==> config.mk <==
export PLATFORM = sky130hd
export DESIGN_NAME = shortest_remaining_time_scheduler
export DESIGN_NICKNAME = d
export VERILOG_FILES = /design/src/design/srt_pkg.sv /design/src/design/shortest_remaining_time_scheduler.sv /design/src/design/srt_slot_mem.sv
export SDC_FILE = /design/constraint.sdc
export NUM_CORES = 1
export LEC_CHECK = 0
export ABC_AREA = 1
export BUFFER_PORTS_ARGS = -buffer_cell sky130_fd_sc_hd__buf_2
export CORE_ASPECT_RATIO = 2
export CORE_MARGIN = 10
export CORE_UTILIZATION = 40
export DETAILED_ROUTE_END_ITERATION = 8
export GPL_TIMING_DRIVEN = 0
export HOLD_SLACK_MARGIN = 0.03
export PLACE_DENSITY_LB_ADDON = 0.2
export REMOVE_ABC_BUFFERS = 1
export SLEW_MARGIN = 10
export SYNTH_ARGS = -nofsm -noshare
export SYNTH_HDL_FRONTEND = slang
export SYNTH_SLANG_ARGS = --single-unit
==> constraint.sdc <==
create_clock -name i_clk -period 6.64 [get_ports i_clk]
set_input_delay 0.332 -clock i_clk [delete_from_list [all_inputs] [get_ports i_clk]]
set_output_delay 0.332 -clock i_clk [all_outputs]
set_load 0.01 [all_outputs]
==> src/design/srt_pkg.sv <==
// ----------------------------------------------------------------------------
// srt_pkg
// Types and constants shared by the shortest-remaining-time scheduler.
// ----------------------------------------------------------------------------
package srt_pkg;

    localparam int MAX_JOBS_DEF = 16;
    localparam int TIME_W       = 16;
    localparam int SUM_W        = 32;
    localparam int JOB_SLOT_W   = 4;

    localparam logic ACT_ADD  = 1'b0;
    localparam logic ACT_TICK = 1'b1;

    typedef struct packed {
        logic              action;
        logic [TIME_W-1:0] arrival_time;
        logic [TIME_W-1:0] burst_length;
    } t_in_item;

    typedef struct packed {
        logic [JOB_SLOT_W-1:0] job_slot;
        logic [TIME_W-1:0]     finish_time;
        logic [TIME_W-1:0]     turnaround;
        logic [TIME_W-1:0]     waiting;
        logic [SUM_W-1:0]      turnaround_sum;
        logic [SUM_W-1:0]      waiting_sum;
    } t_out_item;

    typedef struct packed {
        logic [TIME_W-1:0] arrival;
        logic [TIME_W-1:0] remaining;
        logic [TIME_W-1:0] total;
    } t_slot_entry;

    typedef enum logic [2:0] {
        ST_IDLE,
        ST_ADD_SCAN,
        ST_TICK_SCAN,
        ST_UPDATE,
        ST_EMIT
    } t_state;

endpackage

==> src/design/shortest_remaining_time_scheduler.sv <==
// ----------------------------------------------------------------------------
// shortest_remaining_time_scheduler
// Preemptive shortest-remaining-time-first scheduler over a job table.
// ----------------------------------------------------------------------------
// Usage:
//   Input: drive i_item and raise start; the item is taken on a clock edge
//   where start is high and busy is low. action selects add or tick.
//   Add: scans valid bits from slot 0 for the lowest free slot, one slot per
//   cycle, and writes it there; a zero burst length or a full table drops it.
//   Tick: reads the table one slot per cycle through the single memory read
//   port and keeps the best candidate, then updates it.
//   Result: when a job finishes, o_result_valid is high for one cycle with
//   o_result, in the first cycle busy is low again. Results cannot be held
//   off; the strobe is the only notice.
//   Reset: the table is empty, time and running totals are zero; slot
//   contents need no clearing since valid bits gate every read.
// ----------------------------------------------------------------------------
module shortest_remaining_time_scheduler #(
    parameter int MAX_JOBS = srt_pkg::MAX_JOBS_DEF
) (
    input  logic               i_clk,
    input  logic               i_rst_n,
    input  logic               start,
    input  srt_pkg::t_in_item  i_item,
    output logic               busy,
    output logic               o_result_valid,
    output srt_pkg::t_out_item o_result
);

    localparam int IDX_W = $clog2(MAX_JOBS);
    localparam int CNT_W = $clog2(MAX_JOBS + 1);
    localparam logic [CNT_W-1:0] CNT_LAST = CNT_W'(MAX_JOBS - 1);
    localparam logic [CNT_W-1:0] CNT_END  = CNT_W'(MAX_JOBS);
    localparam logic [IDX_W-1:0] IDX_LAST = IDX_W'(MAX_JOBS - 1);

    srt_pkg::t_state      r_state, n_state;
    srt_pkg::t_in_item    r_item;
    logic [MAX_JOBS-1:0]  r_valid;
    logic [CNT_W-1:0]     r_idx;
    logic                 r_pv;
    logic                 r_plive;
    logic [IDX_W-1:0]     r_pslot;
    logic                 r_found;
    logic [IDX_W-1:0]     r_best_slot;
    srt_pkg::t_slot_entry r_best;
    logic [srt_pkg::TIME_W-1:0] r_time;
    logic [srt_pkg::TIME_W-1:0] r_fin;
    logic [srt_pkg::TIME_W-1:0] r_tat;
    logic [srt_pkg::SUM_W-1:0]  r_tat_sum;
    logic [srt_pkg::SUM_W-1:0]  r_wt_sum;
    srt_pkg::t_out_item   r_res;
    logic                 r_res_v;

    logic                 mem_we;
    logic [IDX_W-1:0]     mem_waddr;
    srt_pkg::t_slot_entry mem_wdata;
    logic                 mem_re;
    srt_pkg::t_slot_entry mem_rdata;

    logic [IDX_W-1:0]     idx;
    logic                 accept;
    logic                 slot_free;
    logic                 eligible;
    logic                 better;
    logic                 scan_last;
    logic [srt_pkg::TIME_W-1:0] rem_dec;
    logic [srt_pkg::TIME_W-1:0] wt;

    assign idx       = r_idx[IDX_W-1:0];
    assign accept    = start && (r_state == srt_pkg::ST_IDLE);
    assign slot_free = !r_valid[idx];
    assign eligible  = r_pv && r_plive && (mem_rdata.arrival <= r_time);
    assign better    = !r_found
                    || (mem_rdata.remaining < r_best.remaining)
                    || ((mem_rdata.remaining == r_best.remaining)
                        && (mem_rdata.arrival < r_best.arrival));
    assign scan_last = r_pv && (r_pslot == IDX_LAST);
    assign rem_dec   = r_best.remaining - srt_pkg::TIME_W'(1);
    assign wt        = r_tat - r_best.total;

    srt_slot_mem #(
        .DEPTH (MAX_JOBS)
    ) u_mem (
        .i_clk   (i_clk),
        .i_we    (mem_we),
        .i_waddr (mem_waddr),
        .i_wdata (mem_wdata),
        .i_re    (mem_re),
        .i_raddr (idx),
        .o_rdata (mem_rdata)
    );

    always_ff @(posedge i_clk) begin
        if (!i_rst_n) begin
            r_state <= srt_pkg::ST_IDLE;
        end else begin
            r_state <= n_state;
        end
    end

    always_comb begin
        n_state   = r_state;
        mem_we    = 1'b0;
        mem_waddr = idx;
        mem_wdata = '{arrival:   r_item.arrival_time,
                      remaining: r_item.burst_length,
                      total:     r_item.burst_length};
        mem_re    = 1'b0;
        case (r_state)
            srt_pkg::ST_IDLE: begin
                if (start) begin
                    n_state = (i_item.action == srt_pkg::ACT_TICK) ?
                              srt_pkg::ST_TICK_SCAN : srt_pkg::ST_ADD_SCAN;
                end
            end
            srt_pkg::ST_ADD_SCAN: begin
                if (r_item.burst_length == '0) begin
                    n_state = srt_pkg::ST_IDLE;
                end else if (slot_free) begin
                    mem_we  = 1'b1;
                    n_state = srt_pkg::ST_IDLE;
                end else if (r_idx == CNT_LAST) begin
                    n_state = srt_pkg::ST_IDLE;
                end
            end
            srt_pkg::ST_TICK_SCAN: begin
                mem_re = (r_idx < CNT_END);
                if (scan_last) begin
                    n_state = srt_pkg::ST_UPDATE;
                end
            end
            srt_pkg::ST_UPDATE: begin
                mem_waddr = r_best_slot;
                mem_wdata = '{arrival:   r_best.arrival,
                              remaining: rem_dec,
                              total:     r_best.total};
                mem_we    = r_found;
                if (r_found && (rem_dec == '0)) begin
                    n_state = srt_pkg::ST_EMIT;
                end else begin
                    n_state = srt_pkg::ST_IDLE;
                end
            end
            srt_pkg::ST_EMIT: begin
                n_state = srt_pkg::ST_IDLE;
            end
            default: begin
                n_state = srt_pkg::ST_IDLE;
            end
        endcase
    end

    // control state
    always_ff @(posedge i_clk) begin
        if (!i_rst_n) begin
            r_valid   <= '0;
            r_time    <= '0;
            r_tat_sum <= '0;
            r_wt_sum  <= '0;
            r_res_v   <= 1'b0;
            r_pv      <= 1'b0;
            r_found   <= 1'b0;
        end else begin
            r_res_v <= (r_state == srt_pkg::ST_EMIT);
            case (r_state)
                srt_pkg::ST_IDLE: begin
                    r_pv    <= 1'b0;
                    r_found <= 1'b0;
                end
                srt_pkg::ST_ADD_SCAN: begin
                    if (mem_we) begin
                        r_valid[idx] <= 1'b1;
                    end
                end
                srt_pkg::ST_TICK_SCAN: begin
                    r_pv <= mem_re;
                    if (eligible && better) begin
                        r_found <= 1'b1;
                    end
                end
                srt_pkg::ST_UPDATE: begin
                    if (n_state == srt_pkg::ST_EMIT) begin
                        r_valid[r_best_slot] <= 1'b0;
                    end else begin
                        r_time <= r_time + srt_pkg::TIME_W'(1);
                    end
                end
                srt_pkg::ST_EMIT: begin
                    r_tat_sum <= r_tat_sum + srt_pkg::SUM_W'(r_tat);
                    r_wt_sum  <= r_wt_sum + srt_pkg::SUM_W'(wt);
                    r_time    <= r_time + srt_pkg::TIME_W'(1);
                end
                default: begin
                    r_pv <= 1'b0;
                end
            endcase
        end
    end

    // datapath
    always_ff @(posedge i_clk) begin
        case (r_state)
            srt_pkg::ST_IDLE: begin
                r_idx <= '0;
                if (accept) begin
                    r_item <= i_item;
                end
            end
            srt_pkg::ST_ADD_SCAN: begin
                r_idx <= r_idx + CNT_W'(1);
            end
            srt_pkg::ST_TICK_SCAN: begin
                if (mem_re) begin
                    r_idx <= r_idx + CNT_W'(1);
                end
                r_pslot <= idx;
                r_plive <= r_valid[idx];
                if (eligible && better) begin
                    r_best      <= mem_rdata;
                    r_best_slot <= r_pslot;
                end
            end
            srt_pkg::ST_UPDATE: begin
                r_fin <= r_time + srt_pkg::TIME_W'(1);
                r_tat <= r_time + srt_pkg::TIME_W'(1) - r_best.arrival;
            end
            srt_pkg::ST_EMIT: begin
                r_res.job_slot       <= srt_pkg::JOB_SLOT_W'(r_best_slot);
                r_res.finish_time    <= r_fin;
                r_res.turnaround     <= r_tat;
                r_res.waiting        <= wt;
                r_res.turnaround_sum <= r_tat_sum + srt_pkg::SUM_W'(r_tat);
                r_res.waiting_sum    <= r_wt_sum + srt_pkg::SUM_W'(wt);
            end
            default: begin
                r_idx <= '0;
            end
        endcase
    end

    assign busy           = (r_state != srt_pkg::ST_IDLE);
    assign o_result_valid = r_res_v;
    assign o_result       = r_res;

    a_accept_goes_busy: assert property (@(posedge i_clk) disable iff (!i_rst_n)
        (start && !busy) |=> busy)
        else $error("accepted item did not start work");

    a_result_single: assert property (@(posedge i_clk) disable iff (!i_rst_n)
        o_result_valid |=> !o_result_valid)
        else $error("result strobe longer than one cycle");

    a_result_after_emit: assert property (@(posedge i_clk) disable iff (!i_rst_n)
        o_result_valid |-> (!busy && $past(r_state == srt_pkg::ST_EMIT)))
        else $error("result strobe without finished job");

    a_finish_clears_slot: assert property (@(posedge i_clk) disable iff (!i_rst_n)
        (r_state == srt_pkg::ST_EMIT) |-> !r_valid[r_best_slot])
        else $error("finished job still marked valid");

endmodule

==> src/design/srt_slot_mem.sv <==
// ----------------------------------------------------------------------------
// srt_slot_mem
// Job table storage: one write port, one read port with registered data.
// ----------------------------------------------------------------------------
module srt_slot_mem #(
    parameter int DEPTH = srt_pkg::MAX_JOBS_DEF
) (
    input  logic                          i_clk,
    input  logic                          i_we,
    input  logic [$clog2(DEPTH)-1:0]      i_waddr,
    input  srt_pkg::t_slot_entry          i_wdata,
    input  logic                          i_re,
    input  logic [$clog2(DEPTH)-1:0]      i_raddr,
    output srt_pkg::t_slot_entry          o_rdata
);

    srt_pkg::t_slot_entry r_mem [DEPTH];
    srt_pkg::t_slot_entry r_rdata;

    always_ff @(posedge i_clk) begin
        if (i_we) begin
            r_mem[i_waddr] <= i_wdata;
        end
    end

    always_ff @(posedge i_clk) begin
        if (i_re) begin
            r_rdata <= r_mem[i_raddr];
        end
    end

    assign o_rdata = r_rdata;

endmodule
# Word-level counts from Yosys, hierarchy flattened
# Memories as Yosys holds them, arrays and structs flattened. A register that Yosys moved wholly into a read port is not among the register bits.
# Index checks and enable logic that the tools add are counted.
[word_totals] regBits=344 ramBits=768 in_bits=36 output_inout_bits=118 wordCells=117 mem_count=1
[mem_list] name="u_mem.r_mem" words=16 width=48 read_ports=1 rd_ports_with_merged_regs=1 write_ports=1 line_no="srt_slot_mem.sv:17" rtl="srt_pkg::t_slot_entry r_mem [DEPTH];"
[classes] n_addsub=7 order_cmp=8 eq_ne=13 mux=32 bitwise_logic=4 n_reduce_logical=27
[op_table] op="adder 32 x 16 -> 32 bit" count=2
[op_table] op="one-hot mux 16 bit (2 select lines)" count=2
[op_table] op="2-to-1 mux 16 bit" count=3
[op_table] op="2-to-1 mux 48 bit" count=1
[op_table] op="logical NOT 16 bit" count=2
[op_table] op="less-than comparator 16 bit" count=2
[op_table] op="subtractor 16 bit" count=2
[op_table] op="2-to-1 mux 3 bit" count=6
[op_table] op="adder 16 x 1 -> 16 bit, second input constant" count=1
[op_table] op="AND 16 bit" count=1
[op_table] op="equality test 16 bit" count=1
[op_table] op="<= comparator 16 bit" count=1
[op_table] op="inverter 16 bit" count=1
[op_table] op="OR 16 bit" count=1
[op_table] op="subtractor 16 x 1 -> 16 bit, second input constant" count=1
[op_table] op="one-hot mux 5 bit (3 select lines)" count=1
[op_table] op="one-hot mux 3 bit (4 select lines)" count=1
[op_table] op="less-than comparator 4 x 5 -> 1 bit, second input constant" count=2
[op_table] op="!= test 2 bit, second input constant" count=5
[op_table] op="AND reduction 2 bit" count=5
[op_table] op="logical AND 1 bit" count=9
[op_table] op="2-to-1 mux 1 bit" count=9
[op_table] op="demux 1 bit (select 4 bit)" count=2
[op_table] op=">= comparator 4 x 1 -> 1 bit, second input constant" count=2
[op_table] op="21 further kinds" count=28

# Longest topological paths before layout
[logic_depth] ltp_word=8 ltp_mapped=24 mapped_depth_nobuf=24

# Modules after synthesis
# Synthesis repeated with hierarchy kept, for this count alone.
[hier_totals] hier_cells=5299 hier_area_um2=52943.3
[by_module_without_submodules] module="srt_slot_mem" instances=1 cells_per_inst=3165 area_each_um2=34469.3 seq_area_each_um2=24503.5
[by_module_without_submodules] module="shortest_remaining_time_scheduler" instances=1 cells_per_inst=2134 area_each_um2=18474.0 seq_area_each_um2=9308.9

# Worst setup path after synthesis
# OpenSTA, ideal clock, no wires.
[synth_path] kind="reg2reg" start="register r_idx[0]" end="memory u_mem.r_mem[15][0] in the netlist's numbering (enable)" setup_time_ns=0.513 arrival_time_ns=4.844 required_ns=6.127 path_slack_ns=1.283 stages_incl_launch_ff=12 path_buffers=2 synth_period_minus_slack_ns=5.357 path_cell_list="edfxtp_1 buf_4 buf_2 o21ai_0 o21ai_0 nand2_1 nand4_1 nor2_1 nor2_1 inv_1 nand2_1 nor3_1"
[synth_between] elab_chain_len=7 word_cells_on_any_way=8 classes_between="8 x mux"
[synth_lines] element="start: declaration" line_no="shortest_remaining_time_scheduler.sv:39" rtl="logic [CNT_W-1:0] r_idx;"
[synth_lines] element="start signal: assignment" line_no="shortest_remaining_time_scheduler.sv:210" rtl="r_idx <= r_idx + CNT_W'(1);"
[synth_lines] element="start signal: assignment" line_no="shortest_remaining_time_scheduler.sv:214" rtl="r_idx <= r_idx + CNT_W'(1);"
[synth_lines] element="binary-select mux 1 bit (select 4 bit)" line_no="shortest_remaining_time_scheduler.sv:71" rtl="assign slot_free = !r_valid[idx];"
[synth_lines] element="2-to-1 mux 1 bit (implied by the code)" line_no="shortest_remaining_time_scheduler.sv:71"
[synth_lines] element="2-to-1 mux 1 bit" line_no="shortest_remaining_time_scheduler.sv:119" rtl="end else if (slot_free) begin"
[synth_lines] element="2-to-1 mux 1 bit" line_no="shortest_remaining_time_scheduler.sv:117" rtl="if (r_item.burst_length == '0) begin"
[synth_lines] element="one-hot mux 1 bit (2 select lines)" line_no="shortest_remaining_time_scheduler.sv:109" rtl="case (r_state)"
[synth_lines] element="2-to-1 mux 1 bit" line_no="srt_slot_mem.sv:21" rtl="if (i_we) begin"
[synth_lines] element="2-to-1 mux 1 bit (implied by the code)" line_no="srt_slot_mem.sv:22" rtl="r_mem[i_waddr] <= i_wdata;"
[synth_lines] element="end: declaration" line_no="srt_slot_mem.sv:17"
# Several ways; a longest one is shown, not always the timed one. The select of a mux whose other input is x is not followed.

# Worst setup path in the final report
[layout_path] start="register r_idx[0]" end="memory u_mem.r_mem[7][43] in the netlist's numbering (enable)"
# The elaborated chain is that of the path after synthesis.

==> impl_metrics.env <==
export IMPL_status="completed"
export IMPL_power_leakage_nw=20.9
export IMPL_dpl_cell_count=5973
export IMPL_synth_seq_cells=1160
export IMPL_worstSetupPathType="flip-flop to flip-flop"
export IMPL_cp_num_buf_inv=8
export IMPL_cellPowerDensity_nw_per_um2=276
export IMPL_required_ns=7.05
export IMPL_first_iter_violations=2835
export IMPL_startpoint_type="flip-flop"
export IMPL_fmax_mhz=194
export IMPL_grt_overflow=0
export IMPL_wire_per_inst_um=21.9
export IMPL_antenna_found_initial=0
export IMPL_drv_slew=0
export IMPL_hold_viol_final=0
export IMPL_port_buffers=153
export IMPL_syn_area_um2=49200
export IMPL_synthCells=4311
export IMPL_avgSynthCellArea_um2=11.4
export IMPL_post_cts_setup_buffer_count=0
export IMPL_async_flop_share=0
export IMPL_h_tree_depth=3
export IMPL_dp_slack_ns=1.63
export IMPL_wl_met3_um=8640
export IMPL_setup_viol=0
export IMPL_cpPeakStageDelay_ns=0.92
export IMPL_stdcell_area_um2=57600
export IMPL_crit_slowest_cell="edfxtp_1"
export IMPL_wl_met1_um=58000
export IMPL_yosys_warnings=0
export IMPL_drt_antenna_violating_nets=0
export IMPL_rows=182
export IMPL_grt_pass1_vias=32400
export IMPL_diodes=0
export IMPL_grt_first_pass_wirelength_um=202000
export IMPL_worst_clock_skew_ns=0.0364
export IMPL_grt_max_degree=125
export IMPL_dr_pass1_iters=5
export IMPL_rsz0062_at_grt="no"
export IMPL_clk_pin_slew_ns=0.07
export IMPL_area_growth_syn_to_layout_pct=17.1
export IMPL_place_gp_congestion=0.862
export IMPL_period_needed_ns=5.15
export IMPL_cp_data_arrival_time_ns=5.55
export IMPL_yosysTopAreaCell="edfxtp_1"
export IMPL_max_cap_violations=0
export IMPL_cp_max_fo=69
export IMPL_synth_area_leaders="edfxtp_1 65%, o21ai_0 6.1%, nor2_1 4.9%, nand2_1 4.4%, dfxtp_1 4.1%"
export IMPL_clockBufferDepth=3
export IMPL_synth_top_area_share=0.646
export IMPL_cpMostUsedCell="buf_4"
export IMPL_fin_crit_sh=0.775
export IMPL_path_cells="buf_16 -> buf_16 -> buf_8 -> inv_8 -> o21ai_0 -> o21ai_0 -> nand2_1 -> nand4_1 -> nor2_1 -> nor2_1 -> inv_1 -> nand2_1 -> nor3_2 -> buf_4 -> buf_4 -> buf_4"
export IMPL_drc=0
export IMPL_dieArea_um2=138000
export IMPL_tritoncts="done"
export IMPL_slew_limit_headroom=0.261
export IMPL_place_area_um2=53800
export IMPL_ios=154
export IMPL_finalWorstSetupSlack_ns=1.49
export IMPL_via_count=33600
export IMPL_hold_buffers=35
export IMPL_wl_um=136000
export IMPL_core_um2=123000
export IMPL_layout_drive_gt1_share=0.110
export IMPL_top_layer="met4"
export IMPL_dp_hpwl_um=90000
export IMPL_finish_utilization=0.470
export IMPL_fin_cells=6193
export IMPL_initial_core_util=0.402
export IMPL_hp_class="primary input to flip-flop"
export IMPL_die_h_um=516
export IMPL_met2_length_um=64700
export IMPL_track_usage=0.193
export IMPL_cts_num_sinks=1160
export IMPL_synth_main_ff_cell="edfxtp_1"
export IMPL_tritoncts_num_buffers=101
export IMPL_die_w_um=268
export IMPL_num_nets_final=4705
export IMPL_clkLatencyLatePin_ns=0.73
export IMPL_end_kind="flip-flop"
export IMPL_synth_cell_type_count=45
export IMPL_critPathTopFamily="simple AND/OR/NAND/NOR gates"
export IMPL_ctsResizeCount=0
export IMPL_vias_per_cell=5.42
export IMPL_tightestPinTransition_ns=1.11
export IMPL_seq_area_frac_synth=0.687
export IMPL_finalPower_mw=15.9
export IMPL_cts_root_buf="clkbuf_16"
export IMPL_vdd_drop_max_mv=0.257
export IMPL_synth_edf_count=1058
==> power breakdown <==
group	switching (mW)	total, mW	internal (mW)
combinational	1.02	1.53	0.514
sequential	0.0562	8.18	8.13
clock	2.68	6.18	3.50
==> per-layer routing <==
layer | up-vias | track usage
met5 | - | 0
met4 | 0 | 0.0686
met3 | 221 | 0.0260
met2 | 1181 | 0.319
met1 | 16400 | 0.256
li1 | 15800 | -
==> synthesized netlist by cell type (all sizes together), types with 2 or more instances <==
master / instances
a21boi: 2
a21o: 5
a21oi: 142
a31oi: 5
and3: 2
buf: 19
clkbuf: 175
clkinv: 2
dfxtp: 102
edfxtp: 1058
fa: 4
ha: 117
inv: 306
nand2: 582
nand3: 117
nand3b: 8
nand4: 67
nor2: 653
nor3: 33
nor4: 13
o2111ai: 3
o211ai: 4
o21ai: 608
o21bai: 2
o22ai: 193
or2: 3
xnor2: 14
xor2: 68
==> registers in the layout, indices dropped and copies added, names as in the netlist, 5 cells and up <==
signal         cells
r_valid           16
r_tat_sum         32
r_time            16
r_tat             16
r_wt_sum          32
u_mem.r_mem      768
u_mem.o_rdata     48
r_item            32
r_idx              5
r_best            48
r_fin             16
o_result         116
==> per-stage QoR <==
stage	setup TNS (ns)	hold slack, ns
3_5_place_dp	0	0.405
3_3_place_gp	-	0.403
5_1_grt	0	0.162
6_report	0	0.167
4_1_cts	0	0.106
2_1_floorplan	-8842.16	0.400
==> final timing paths <==
check,cells past startpoint,to,startpoint,slack [ns]
max,16,u_mem.r_mem[7][43],r_idx[0],1.49
min,3,r_time[8],i_rst_n,0.17
max reg2reg,16,u_mem.r_mem[7][43],r_idx[0],1.49
min reg2reg,0,o_result[106],r_fin[10],0.42
==> kinds of logic (layout without fill, tap and decap cells) <==
kind of cell / count (synthesis) / count (layout) / synth area share
flip-flops: 1160 / 1160 / 0.687
AO/OA/AOI/OAI: 968 / 968 / 0.105
buffers and inverters: 502 / 820 / 0.0389
adder cells (fa/ha/maj): 121 / 121 / 0.0314
XOR/XNOR: 82 / 82 / 0.0147
AND/OR/NAND/NOR: 1478 / 1478 / 0.123
==> cells in the final DEF, fill, tap and decap left out, types with 8 or more instances in the layout <==
| cell type | n |
|---|---|
| edfxtp_1 | 1058 |
| nor2_1 | 624 |
| nand2_1 | 577 |
| o21ai_0 | 560 |
| inv_1 | 295 |
| o22ai_1 | 193 |
| buf_2 | 153 |
| a21oi_1 | 142 |
| ha_1 | 117 |
| nand3_1 | 115 |
| clkbuf_16 | 103 |
| dfxtp_1 | 102 |
| xor2_1 | 67 |
| nand4_1 | 65 |
| o21ai_1 | 48 |
| buf_16 | 38 |
| dlygate4sd3_1 | 35 |
| buf_12 | 34 |
| buf_4 | 34 |
| nor3_1 | 28 |
| nor2_4 | 21 |
| buf_6 | 18 |
| buf_8 | 16 |
| clkinv_2 | 15 |
| clkbuf_1 | 15 |
| clkinv_1 | 15 |
| bufinv_16 | 15 |
| xnor2_1 | 14 |
| nor4_1 | 12 |
| nand3b_1 | 8 |
| nor2_2 | 8 |
| clkinv_4 | 8 |
==> worst min-delay path: stages <==
cell     delay, ns
buf_2         0.31
nand2_1       0.15
nor2_1        0.03
==> final cells by class <==
cell class / instances / area, um^2
fill: 10900 / 64900
sequential: 1160 / 33800
multi-input combinational: 2649 / 13700
timing repair buffer: 328 / 3540
clock buffer: 124 / 2720
tap: 1564 / 1960
inverter: 308 / 1180
clock inverter: 60 / 739
Power figures use the tool's default switching activity.
